File: src/rtl/brb_pkg.sv
`default_nettype none

package brb_pkg;

   localparam int CLIENT_W = 3;
   localparam int DATA_W   = 64;
   localparam int POS_W    = 4;

   typedef enum logic [1:0] {
      OP_WRITE  = 2'd0,
      OP_READ   = 2'd1,
      OP_ADD    = 2'd2,
      OP_REMOVE = 2'd3
   } op_type;

   typedef enum logic [2:0] {
      STAT_WRITTEN    = 3'd0,
      STAT_FULL       = 3'd1,
      STAT_DELIVERED  = 3'd2,
      STAT_NACK       = 3'd3,
      STAT_ADDED      = 3'd4,
      STAT_REMOVED    = 3'd5,
      STAT_CLIENT_ERR = 3'd6
   } status_type;

   typedef struct packed {
      status_type         status;
      logic [DATA_W-1:0]  read_data;
      logic [POS_W-1:0]   position;
      logic               last;
   } rsp_word_type;

endpackage

`default_nettype wire

File: src/rtl/brb_req_if.sv
`default_nettype none

interface brb_req_if;
   logic                             valid;
   logic                             ready;
   brb_pkg::op_type                  operation;
   logic [brb_pkg::CLIENT_W-1:0]     client;
   logic [brb_pkg::DATA_W-1:0]       write_data;

   modport source (output valid, output operation, output client, output write_data,
                   input ready);
   modport sink   (input valid, input operation, input client, input write_data,
                   output ready);
endinterface

`default_nettype wire

File: src/rtl/brb_rsp_if.sv
`default_nettype none

interface brb_rsp_if;
   logic                             valid;
   logic                             ready;
   brb_pkg::status_type              status;
   logic [brb_pkg::DATA_W-1:0]       read_data;
   logic [brb_pkg::POS_W-1:0]        position;
   logic                             last;

   modport source (output valid, output status, output read_data, output position,
                   output last, input ready);
   modport sink   (input valid, input status, input read_data, input position,
                   input last, output ready);
endinterface

`default_nettype wire

File: src/rtl/brb_ram.sv
`default_nettype none

module brb_ram #(
   parameter int WIDTH = 8,
   parameter int DEPTH = 16,
   localparam int AW = (DEPTH > 1) ? $clog2(DEPTH) : 1
) (
   input  wire logic             clock,
   input  wire logic             wr_en,
   input  wire logic [AW-1:0]    wr_addr,
   input  wire logic [WIDTH-1:0] wr_data,
   input  wire logic             rd_en,
   input  wire logic [AW-1:0]    rd_addr,
   output logic      [WIDTH-1:0] rd_data
);

   logic [WIDTH-1:0] mem [DEPTH];
   logic [WIDTH-1:0] rd_data_ff;

   always_ff @(posedge clock) begin
      if (wr_en) begin
         mem[wr_addr] <= wr_data;
      end
      if (rd_en) begin
         rd_data_ff <= mem[rd_addr];
      end
   end

   assign rd_data = rd_data_ff;

endmodule

`default_nettype wire

File: src/rtl/broadcast_ring_buffer.sv
// a write, full, add, nack, error or empty-remove word is registered after the lookup state reads the client entry
// a delivered read also passes the take state, where the slot memory read returns the message
// a remove with pending words passes lookup and take for its first word, then one per cycle while
// the response side accepts; one request in flight: no new request is taken until its last word
// is issued, and a waiting word held back by the response side stalls the block
// reset clears write pointer, counts and reader set at once; no memory clearing pass
`default_nettype none

module broadcast_ring_buffer #(
   parameter int RING_DEPTH   = 16,
   parameter int MAX_CLIENTS  = 8,
   parameter int MESSAGE_BITS = 64
) (
   input wire logic  clock,
   input wire logic  reset,
   brb_req_if.sink   req_ch,
   brb_rsp_if.source rsp_ch
);

   localparam int SLOT_AW = $clog2(RING_DEPTH);
   localparam int CLI_AW  = (MAX_CLIENTS > 1) ? $clog2(MAX_CLIENTS) : 1;
   localparam int SEQ_W   = SLOT_AW + 1;
   localparam int FREE_W  = $clog2(RING_DEPTH + 1);
   localparam int RDR_W   = $clog2(MAX_CLIENTS + 1);
   localparam int SLOT_W  = MESSAGE_BITS + RDR_W;
   localparam int CENT_W  = SLOT_AW + SEQ_W;
   localparam logic [SLOT_AW-1:0] LAST_SLOT = SLOT_AW'(RING_DEPTH - 1);
   localparam logic [FREE_W-1:0]  FREE_MAX  = FREE_W'(RING_DEPTH);
   localparam logic [SLOT_AW:0]   DRAIN_MAX = (SLOT_AW + 1)'(RING_DEPTH - 1);

   typedef enum logic [2:0] {
      S_IDLE   = 3'b001,
      S_LOOKUP = 3'b010,
      S_TAKE   = 3'b100
   } state_type;

   function automatic logic [SLOT_AW-1:0] next_slot(input logic [SLOT_AW-1:0] p);
      return (p == LAST_SLOT) ? '0 : p + 1'b1;
   endfunction

   state_type                       state_ff, state_in;
   brb_pkg::op_type                 op_ff, op_in;
   logic [brb_pkg::CLIENT_W-1:0]    cli_ff, cli_in;
   logic [MESSAGE_BITS-1:0]         data_ff, data_in;
   logic [SLOT_AW-1:0]              wp_ff, wp_in;
   logic [FREE_W-1:0]               free_ff, free_in;
   logic [RDR_W-1:0]                readers_ff, readers_in;
   logic [SEQ_W-1:0]                wseq_ff, wseq_in;
   logic [MAX_CLIENTS-1:0]          active_ff, active_in;
   logic [SLOT_AW-1:0]              rptr_ff, rptr_in;
   logic [SEQ_W-1:0]                cseq_ff, cseq_in;
   logic [SLOT_AW-1:0]              drain_ff, drain_in;
   logic                            rsp_valid_ff, rsp_valid_in;
   brb_pkg::rsp_word_type           rsp_word_ff, rsp_word_in;

   logic                            slot_we, slot_re;
   logic [SLOT_AW-1:0]              slot_waddr, slot_raddr;
   logic [SLOT_W-1:0]               slot_wdata, slot_rdata;
   logic                            cli_we, cli_re;
   logic [CLI_AW-1:0]               cli_waddr, cli_raddr;
   logic [CENT_W-1:0]               cli_wdata, cli_rdata;

   logic [CLI_AW-1:0]               cidx;
   logic                            cli_ok, cli_act;
   logic [SLOT_AW-1:0]              ent_rptr, rptr_next;
   logic [SEQ_W-1:0]                ent_seq, pend_look, pend_take;
   logic [MESSAGE_BITS-1:0]         slot_msg;
   logic [RDR_W-1:0]                slot_ref, ref_dec;
   logic                            take_final, out_free, go_take;
   brb_pkg::rsp_word_type           look_word;

   brb_ram #(.WIDTH(SLOT_W), .DEPTH(RING_DEPTH)) u_slot_ram (
      .clock   (clock),
      .wr_en   (slot_we),
      .wr_addr (slot_waddr),
      .wr_data (slot_wdata),
      .rd_en   (slot_re),
      .rd_addr (slot_raddr),
      .rd_data (slot_rdata)
   );

   brb_ram #(.WIDTH(CENT_W), .DEPTH(MAX_CLIENTS)) u_client_ram (
      .clock   (clock),
      .wr_en   (cli_we),
      .wr_addr (cli_waddr),
      .wr_data (cli_wdata),
      .rd_en   (cli_re),
      .rd_addr (cli_raddr),
      .rd_data (cli_rdata)
   );

   assign cidx       = CLI_AW'(cli_ff);
   assign cli_ok     = 32'(cli_ff) < MAX_CLIENTS;
   assign cli_act    = cli_ok && active_ff[cidx];
   assign ent_rptr   = cli_rdata[CENT_W-1:SEQ_W];
   assign ent_seq    = cli_rdata[SEQ_W-1:0];
   assign pend_look  = wseq_ff - ent_seq;
   assign pend_take  = wseq_ff - cseq_ff;
   assign slot_ref   = slot_rdata[RDR_W-1:0];
   assign slot_msg   = slot_rdata[SLOT_W-1:RDR_W];
   assign ref_dec    = (slot_ref != '0) ? slot_ref - 1'b1 : '0;
   assign rptr_next  = next_slot(rptr_ff);
   assign take_final = (op_ff == brb_pkg::OP_READ)
                    || !((pend_take > SEQ_W'(1)) && ({1'b0, drain_ff} < DRAIN_MAX));
   assign out_free   = !rsp_valid_ff || rsp_ch.ready;

   // outcome of a request once its client entry is back
   always_comb begin
      look_word.status    = brb_pkg::STAT_CLIENT_ERR;
      look_word.read_data = '0;
      look_word.position  = '0;
      look_word.last      = 1'b1;
      go_take             = 1'b0;
      case (op_ff)
         brb_pkg::OP_WRITE: begin
            if (free_ff == '0) begin
               look_word.status = brb_pkg::STAT_FULL;
            end else begin
               look_word.status = brb_pkg::STAT_WRITTEN;
            end
         end
         brb_pkg::OP_ADD: begin
            if (cli_ok && !cli_act) begin
               look_word.status   = brb_pkg::STAT_ADDED;
               look_word.position = brb_pkg::POS_W'(wp_ff);
            end
         end
         brb_pkg::OP_READ: begin
            if (cli_act) begin
               if (pend_look == '0) begin
                  look_word.status = brb_pkg::STAT_NACK;
               end else begin
                  go_take = 1'b1;
               end
            end
         end
         brb_pkg::OP_REMOVE: begin
            if (cli_act) begin
               if (pend_look == '0) begin
                  look_word.status = brb_pkg::STAT_REMOVED;
               end else begin
                  go_take = 1'b1;
               end
            end
         end
         default: ;
      endcase
   end

   always_comb begin
      state_in     = state_ff;
      op_in        = op_ff;
      cli_in       = cli_ff;
      data_in      = data_ff;
      wp_in        = wp_ff;
      free_in      = free_ff;
      readers_in   = readers_ff;
      wseq_in      = wseq_ff;
      active_in    = active_ff;
      rptr_in      = rptr_ff;
      cseq_in      = cseq_ff;
      drain_in     = drain_ff;
      rsp_valid_in = rsp_valid_ff && !rsp_ch.ready;
      rsp_word_in  = rsp_word_ff;
      slot_we      = 1'b0;
      slot_waddr   = wp_ff;
      slot_wdata   = {data_ff, readers_ff};
      slot_re      = 1'b0;
      slot_raddr   = ent_rptr;
      cli_we       = 1'b0;
      cli_waddr    = cidx;
      cli_wdata    = {wp_ff, wseq_ff};
      cli_re       = 1'b0;
      cli_raddr    = CLI_AW'(req_ch.client);

      case (state_ff)
         S_IDLE: begin
            if (req_ch.valid) begin
               op_in    = req_ch.operation;
               cli_in   = req_ch.client;
               data_in  = req_ch.write_data[MESSAGE_BITS-1:0];
               cli_re   = 1'b1;
               state_in = S_LOOKUP;
            end
         end
         S_LOOKUP: begin
            if (go_take) begin
               slot_re  = 1'b1;
               rptr_in  = ent_rptr;
               cseq_in  = ent_seq;
               drain_in = '0;
               state_in = S_TAKE;
            end else if (out_free) begin
               rsp_valid_in = 1'b1;
               rsp_word_in  = look_word;
               state_in     = S_IDLE;
               case (look_word.status)
                  brb_pkg::STAT_WRITTEN: begin
                     slot_we = 1'b1;
                     if (readers_ff != '0) begin
                        free_in = free_ff - 1'b1;
                     end
                     wseq_in = wseq_ff + 1'b1;
                     wp_in   = next_slot(wp_ff);
                  end
                  brb_pkg::STAT_ADDED: begin
                     cli_we          = 1'b1;
                     active_in[cidx] = 1'b1;
                     readers_in      = readers_ff + 1'b1;
                  end
                  brb_pkg::STAT_REMOVED: begin
                     active_in[cidx] = 1'b0;
                     if (readers_ff != '0) begin
                        readers_in = readers_ff - 1'b1;
                     end
                  end
                  default: ;
               endcase
            end
         end
         S_TAKE: begin
            if (out_free) begin
               rsp_valid_in = 1'b1;
               if (take_final && (op_ff == brb_pkg::OP_REMOVE)) begin
                  rsp_word_in.status = brb_pkg::STAT_REMOVED;
               end else begin
                  rsp_word_in.status = brb_pkg::STAT_DELIVERED;
               end
               rsp_word_in.read_data = brb_pkg::DATA_W'(slot_msg);
               rsp_word_in.position  = brb_pkg::POS_W'(rptr_ff);
               rsp_word_in.last      = take_final;
               slot_we    = 1'b1;
               slot_waddr = rptr_ff;
               slot_wdata = {slot_msg, ref_dec};
               if ((slot_ref == RDR_W'(1)) && (free_ff < FREE_MAX)) begin
                  free_in = free_ff + 1'b1;
               end
               rptr_in  = rptr_next;
               cseq_in  = cseq_ff + 1'b1;
               drain_in = drain_ff + 1'b1;
               if (take_final) begin
                  state_in = S_IDLE;
                  if (op_ff == brb_pkg::OP_READ) begin
                     cli_we    = 1'b1;
                     cli_wdata = {rptr_next, cseq_ff + 1'b1};
                  end else begin
                     active_in[cidx] = 1'b0;
                     if (readers_ff != '0) begin
                        readers_in = readers_ff - 1'b1;
                     end
                  end
               end else begin
                  slot_re    = 1'b1;
                  slot_raddr = rptr_next;
               end
            end
         end
         default: begin
            state_in = S_IDLE;
         end
      endcase
   end

   always_ff @(posedge clock) begin
      if (reset) begin
         state_ff     <= S_IDLE;
         rsp_valid_ff <= 1'b0;
         wp_ff        <= '0;
         free_ff      <= FREE_MAX;
         readers_ff   <= '0;
         wseq_ff      <= '0;
         active_ff    <= '0;
      end else begin
         state_ff     <= state_in;
         rsp_valid_ff <= rsp_valid_in;
         wp_ff        <= wp_in;
         free_ff      <= free_in;
         readers_ff   <= readers_in;
         wseq_ff      <= wseq_in;
         active_ff    <= active_in;
      end
   end

   always_ff @(posedge clock) begin
      op_ff       <= op_in;
      cli_ff      <= cli_in;
      data_ff     <= data_in;
      rptr_ff     <= rptr_in;
      cseq_ff     <= cseq_in;
      drain_ff    <= drain_in;
      rsp_word_ff <= rsp_word_in;
   end

   assign req_ch.ready     = (state_ff == S_IDLE);
   assign rsp_ch.valid     = rsp_valid_ff;
   assign rsp_ch.status    = rsp_word_ff.status;
   assign rsp_ch.read_data = rsp_word_ff.read_data;
   assign rsp_ch.position  = rsp_word_ff.position;
   assign rsp_ch.last      = rsp_word_ff.last;

`ifndef NO_ASSERTIONS
   a_free_bound: assert property (@(posedge clock) disable iff (reset)
      free_ff <= FREE_MAX)
      else $error("free slot count above ring depth");

   a_reader_count: assert property (@(posedge clock) disable iff (reset)
      readers_ff == RDR_W'($countones(active_ff)))
      else $error("reader total out of step with active set");

   a_mid_word: assert property (@(posedge clock) disable iff (reset)
      rsp_ch.valid && !rsp_ch.last |-> rsp_ch.status == brb_pkg::STAT_DELIVERED)
      else $error("non-final word is not a delivery");

   a_take_pending: assert property (@(posedge clock) disable iff (reset)
      state_ff == S_TAKE |-> pend_take != '0)
      else $error("slot fetch with nothing pending");
`endif

endmodule

`default_nettype wire
File: src/flat_wrapper.sv
// flat-port wrapper written by rule: the top's interface ports become plain ports
module broadcast_ring_buffer_flat 
#(
   parameter int RING_DEPTH   = 16,
   parameter int MAX_CLIENTS  = 8,
   parameter int MESSAGE_BITS = 64
)
  (clock, reset, req_ch_valid, req_ch_operation, req_ch_client, req_ch_write_data, req_ch_ready, rsp_ch_valid, rsp_ch_status, rsp_ch_read_data, rsp_ch_position, rsp_ch_last, rsp_ch_ready);
  brb_req_if req_ch_i ();
  brb_rsp_if rsp_ch_i ();
  input wire logic clock;
  input wire logic reset;
  input wire logic [$bits(req_ch_i.valid)-1:0] req_ch_valid;
  input wire logic [$bits(req_ch_i.operation)-1:0] req_ch_operation;
  input wire logic [$bits(req_ch_i.client)-1:0] req_ch_client;
  input wire logic [$bits(req_ch_i.write_data)-1:0] req_ch_write_data;
  output wire logic [$bits(req_ch_i.ready)-1:0] req_ch_ready;
  output wire logic [$bits(rsp_ch_i.valid)-1:0] rsp_ch_valid;
  output wire logic [$bits(rsp_ch_i.status)-1:0] rsp_ch_status;
  output wire logic [$bits(rsp_ch_i.read_data)-1:0] rsp_ch_read_data;
  output wire logic [$bits(rsp_ch_i.position)-1:0] rsp_ch_position;
  output wire logic [$bits(rsp_ch_i.last)-1:0] rsp_ch_last;
  input wire logic [$bits(rsp_ch_i.ready)-1:0] rsp_ch_ready;
  assign req_ch_i.valid = req_ch_valid;
  assign req_ch_i.operation = req_ch_operation;
  assign req_ch_i.client = req_ch_client;
  assign req_ch_i.write_data = req_ch_write_data;
  assign req_ch_ready = req_ch_i.ready;
  assign rsp_ch_valid = rsp_ch_i.valid;
  assign rsp_ch_status = rsp_ch_i.status;
  assign rsp_ch_read_data = rsp_ch_i.read_data;
  assign rsp_ch_position = rsp_ch_i.position;
  assign rsp_ch_last = rsp_ch_i.last;
  assign rsp_ch_i.ready = rsp_ch_ready;
  broadcast_ring_buffer #(.RING_DEPTH(RING_DEPTH), .MAX_CLIENTS(MAX_CLIENTS), .MESSAGE_BITS(MESSAGE_BITS)) u_core (.clock(clock), .reset(reset), .req_ch(req_ch_i), .rsp_ch(rsp_ch_i));
endmodule
File: config.mk
export PLATFORM = sky130hd
export DESIGN_NAME = broadcast_ring_buffer_flat
export DESIGN_NICKNAME = d
export VERILOG_FILES = /design/src/rtl/brb_pkg.sv /design/src/rtl/brb_req_if.sv /design/src/rtl/brb_rsp_if.sv /design/src/rtl/brb_ram.sv /design/src/rtl/broadcast_ring_buffer.sv /design/src/flat_wrapper.sv
export SDC_FILE = /design/constraint.sdc
export NUM_CORES = 2
export LEC_CHECK = 0
export BUFFER_PORTS_ARGS = -buffer_cell sky130_fd_sc_hd__buf_2
export CAP_MARGIN = 10
export CORE_MARGIN = 4
export CORE_UTILIZATION = 51
export DETAILED_ROUTE_END_ITERATION = 7
export PLACE_DENSITY = 0.76
export SYNTH_ARGS = -nofsm -noshare
export SYNTH_HDL_FRONTEND = slang
export SYNTH_SLANG_ARGS = --single-unit
File: constraint.sdc
create_clock -name clock -period 11.31 [get_ports clock]
set_clock_uncertainty 0.05 [all_clocks]
set_input_delay 3.393 -clock clock [delete_from_list [all_inputs] [get_ports clock]]
set_output_delay 3.393 -clock clock [all_outputs]
set_load 0.02 [all_outputs]
==> results.yml <==
cts:
  clk_pin_slew_ps: 60
  clk_path_buf_depth: 3
  h-tree-depth: 4
  cts_root_buf: "clkbuf_16"
  hold_buffers: 0
  cts_resized: 0
  cts_tree: "built"
  cts_buffers: 142
  clk_latency_ps: 720
  post-cts-setup-buffers: 0
  numClockSinks: 1421
sta:
  slew_violations: 0
  fin_crit_ps: 7190
  fin_crit_sh_pct: 63.6
  clock.fmax_ghz: 0.139
  worst_slew_pin_slew_ps: 1200
  setup_tns_ps: 0
  relSlewSlack_pct: 19.8
  final_hold_viol_count: 0
  setup_ws_ps: 4120
  rsz0062_at_grt: "false"
  setup_viol: 0
layout:
  final_nets: 3407
  final_common_cell: "edfxtp_1"
  fin_area_mm2: 0.0618
  layout-drive-gt1-share_pct: 13.9
  final_cell_mix: "edfxtp_1, mux2i_1, o22ai_1"
  register_area_mm2: 0.0424
  fillCellCount: 7845
  utilization_pct: 57.8
  area_growth_pct: 12.6
  multi_input_area_mm2: 0.0119
setup_path:
  cp.required_ps: 11690
  r2r-end: "u_core.u_slot_ram.rd_data[43]"
  reg2reg_depth: 11
  setup.worst_path.class: "in -> reg"
  worstReg2RegStart: "u_core.state_ff[2]"
  cp.arrival_ps: 7570
  worstSetupStartpoint: "rsp_ch_ready"
  rrSetupSlack_ps: 5570
  end_kind: "register"
  cp_max_fo: 42
  worstSetupStartpointType: "input pin"
floorplan:
  ios: 147
  die_x_um: 336
  floorplan.rows: 120
  dieArea_mm2: 0.113
  core_area_mm2: 0.107
  die_h_um: 336
  start_util_pct: 51.4
synthesis:
  synthesis.area_mm2: 0.0549
  synth_fa_ha_area_share_pct: 0.483
  syn_inst: 3138
  synth-edff-count: 1391
  ys_types: 54
  syn_nets: 3231
  yosysSeqAreaShare_pct: 77.2
  ys_seq_elements: 1421
  synth.avg_cell_area_um2: 17.5
  synthSimpleGateAreaFrac_pct: 4.74
  synth-xor-area-share_pct: 0.351
  synth-compound-area-share_pct: 4.19
  synth_warnings: 0
  synth_mux_area_share_pct: 11.4
  synth-main-ff-cell: "edfxtp_1"
  synth_top_family_by_area: "multiplexers"
  synthArstFlopShare_pct: 0
placed_design:
  hpwlAfterDp_mm: 62.5
  port_buffers: 146
  place_ws_ps: 3410
  place.gp.congestion: 0.794
  dpl-instance-area_mm2: 0.0572
global_routing:
  grt_pass1_vias: 28900
  grt_util_all_layers_pct: 21.9
  grt-ovfl-total: 0
  grt_pass1_wl_mm: 183
  grt_start_max_net_pins: 129
  grt_antenna_before_repair: 0
drt:
  drtIter0Drc: 3404
  wl_mm: 125
  wl_per_cell_um: 25.9
  drc_errors: 0
  avgViaCountPerCell: 5.99
  drtAntennaViolNets: 0
  dr_total_vias: 29000
  dr.pass1.iters: 5
pwr:
  p_per_area_mw_per_mm2: 176
  leakage_nw: 21.7
  power_w: 0.0109
  ir_drop_mv: 0.131
outcome:
  outcome: "complete, no violations"
job:
  drv_cap: 0
hold_path:
  min_path_cells: 2
  hold_path_class: "reg -> reg"
[cells in the mapped netlist (13+ instances only)]
library cell / number / area [um^2]
edfxtp_1: 1391 / 41800
mux2i_1: 562 / 5630
o22ai_1: 273 / 1710
nand2_1: 245 / 920
or4_1: 74 / 556
and2_1: 71 / 444
nor2_1: 70 / 263
buf_2: 67 / 335
clkbuf_1: 58 / 218
dfxtp_1: 30 / 601
a21oi_1: 29 / 145
buf_4: 23 / 173
mux4_2: 20 / 450
o21ai_0: 19 / 95.1
ha_1: 18 / 225
inv_1: 17 / 63.8
nor3_1: 17 / 85.1
xnor2_1: 14 / 123
a31oi_1: 13 / 81.3
mux2_2: 13 / 146
[through the flow]
step / hold slack [ps] / cells
3_3_place_gp: 399 / 4571
4_1_cts: 426 / 4827
2_1_floorplan: 391 / 3138
5_1_grt: 440 / 4829
6_report: 420 / 4830
3_5_place_dp: 415 / 4571
[worst max path at each step]
stage / end / slack [ps] / depth (start not counted)
detailed placement: u_core.u_slot_ram.rd_data[38] / 3410 / 10
finish: u_core.u_slot_ram.rd_data[43] / 4120 / 10
floorplan: u_core.u_slot_ram.mem[3][0] / 3390 / 7
global placement: u_core.u_slot_ram.rd_data[34] / 3540 / 10
CTS: u_core.u_slot_ram.rd_data[38] / 4210 / 10
global route: u_core.u_slot_ram.rd_data[38] / 3970 / 10
[state kept, by name (all words and copies together) (netlist names), 4 cells and up, named ones only]
signal,count
u_core.cseq_ff,5
u_core.data_ff,64
u_core.drain_ff,4
u_core.free_ff,5
u_core.readers_ff,4
u_core.rptr_ff,4
u_core.rsp_ch.position,4
u_core.rsp_ch.read_data,64
u_core.u_client_ram.mem,72
u_core.u_client_ram.rd_data,9
u_core.u_slot_ram.mem,1088
u_core.u_slot_ram.rd_data,68
u_core.wp_ff,4
u_core.wseq_ff,5
[cell type report]
class	instances	area share [%]
Antenna cell	1	0.00405
Clock buffer	170	6.14
Clock inverter	86	1.23
Inverter	17	0.103
Multi-Input combinational cell	1534	19.2
Sequential cell	1421	68.6
Tap cell	1403	2.84
Timing Repair Buffer	198	1.94
[cell families after synthesis]
group | Yosys count
compound gates | 366
xor+xnor | 22
fa+ha+maj | 20
buf+inv | 183
flops | 1421
mux | 598
simple gates | 528
[critical path, stage by stage]
cell,delay [ps]
buf_2,90
nand2b_1,400
nand2_4,370
or2_1,380
a31o_1,370
mux2i_1,370
nand2_4,760
buf_4,610
o22ai_1,200
or4_1,570
[per-layer routing]
metal	part of all wire [%]	wire length (um)	global-route usage, %
met1	40	49400	29.5
met2	50	62500	36.9
met3	8.2	10200	3.54
met4	2.3	2890	6.68
met5	0	0	0
[power by group]
part / total [W] / leakage [nW] / internal [W] / switching, W
Sequential: 0.00585 / 12.9 / 0.00583 / 0.0000172
Clock: 0.00458 / 2.23 / 0.00267 / 0.00191
Combinational: 0.000458 / 6.55 / 0.000163 / 0.000295
Total: 0.0109 / 21.7 / 0.00866 / 0.00222
(Power assumes the default switching activity.)
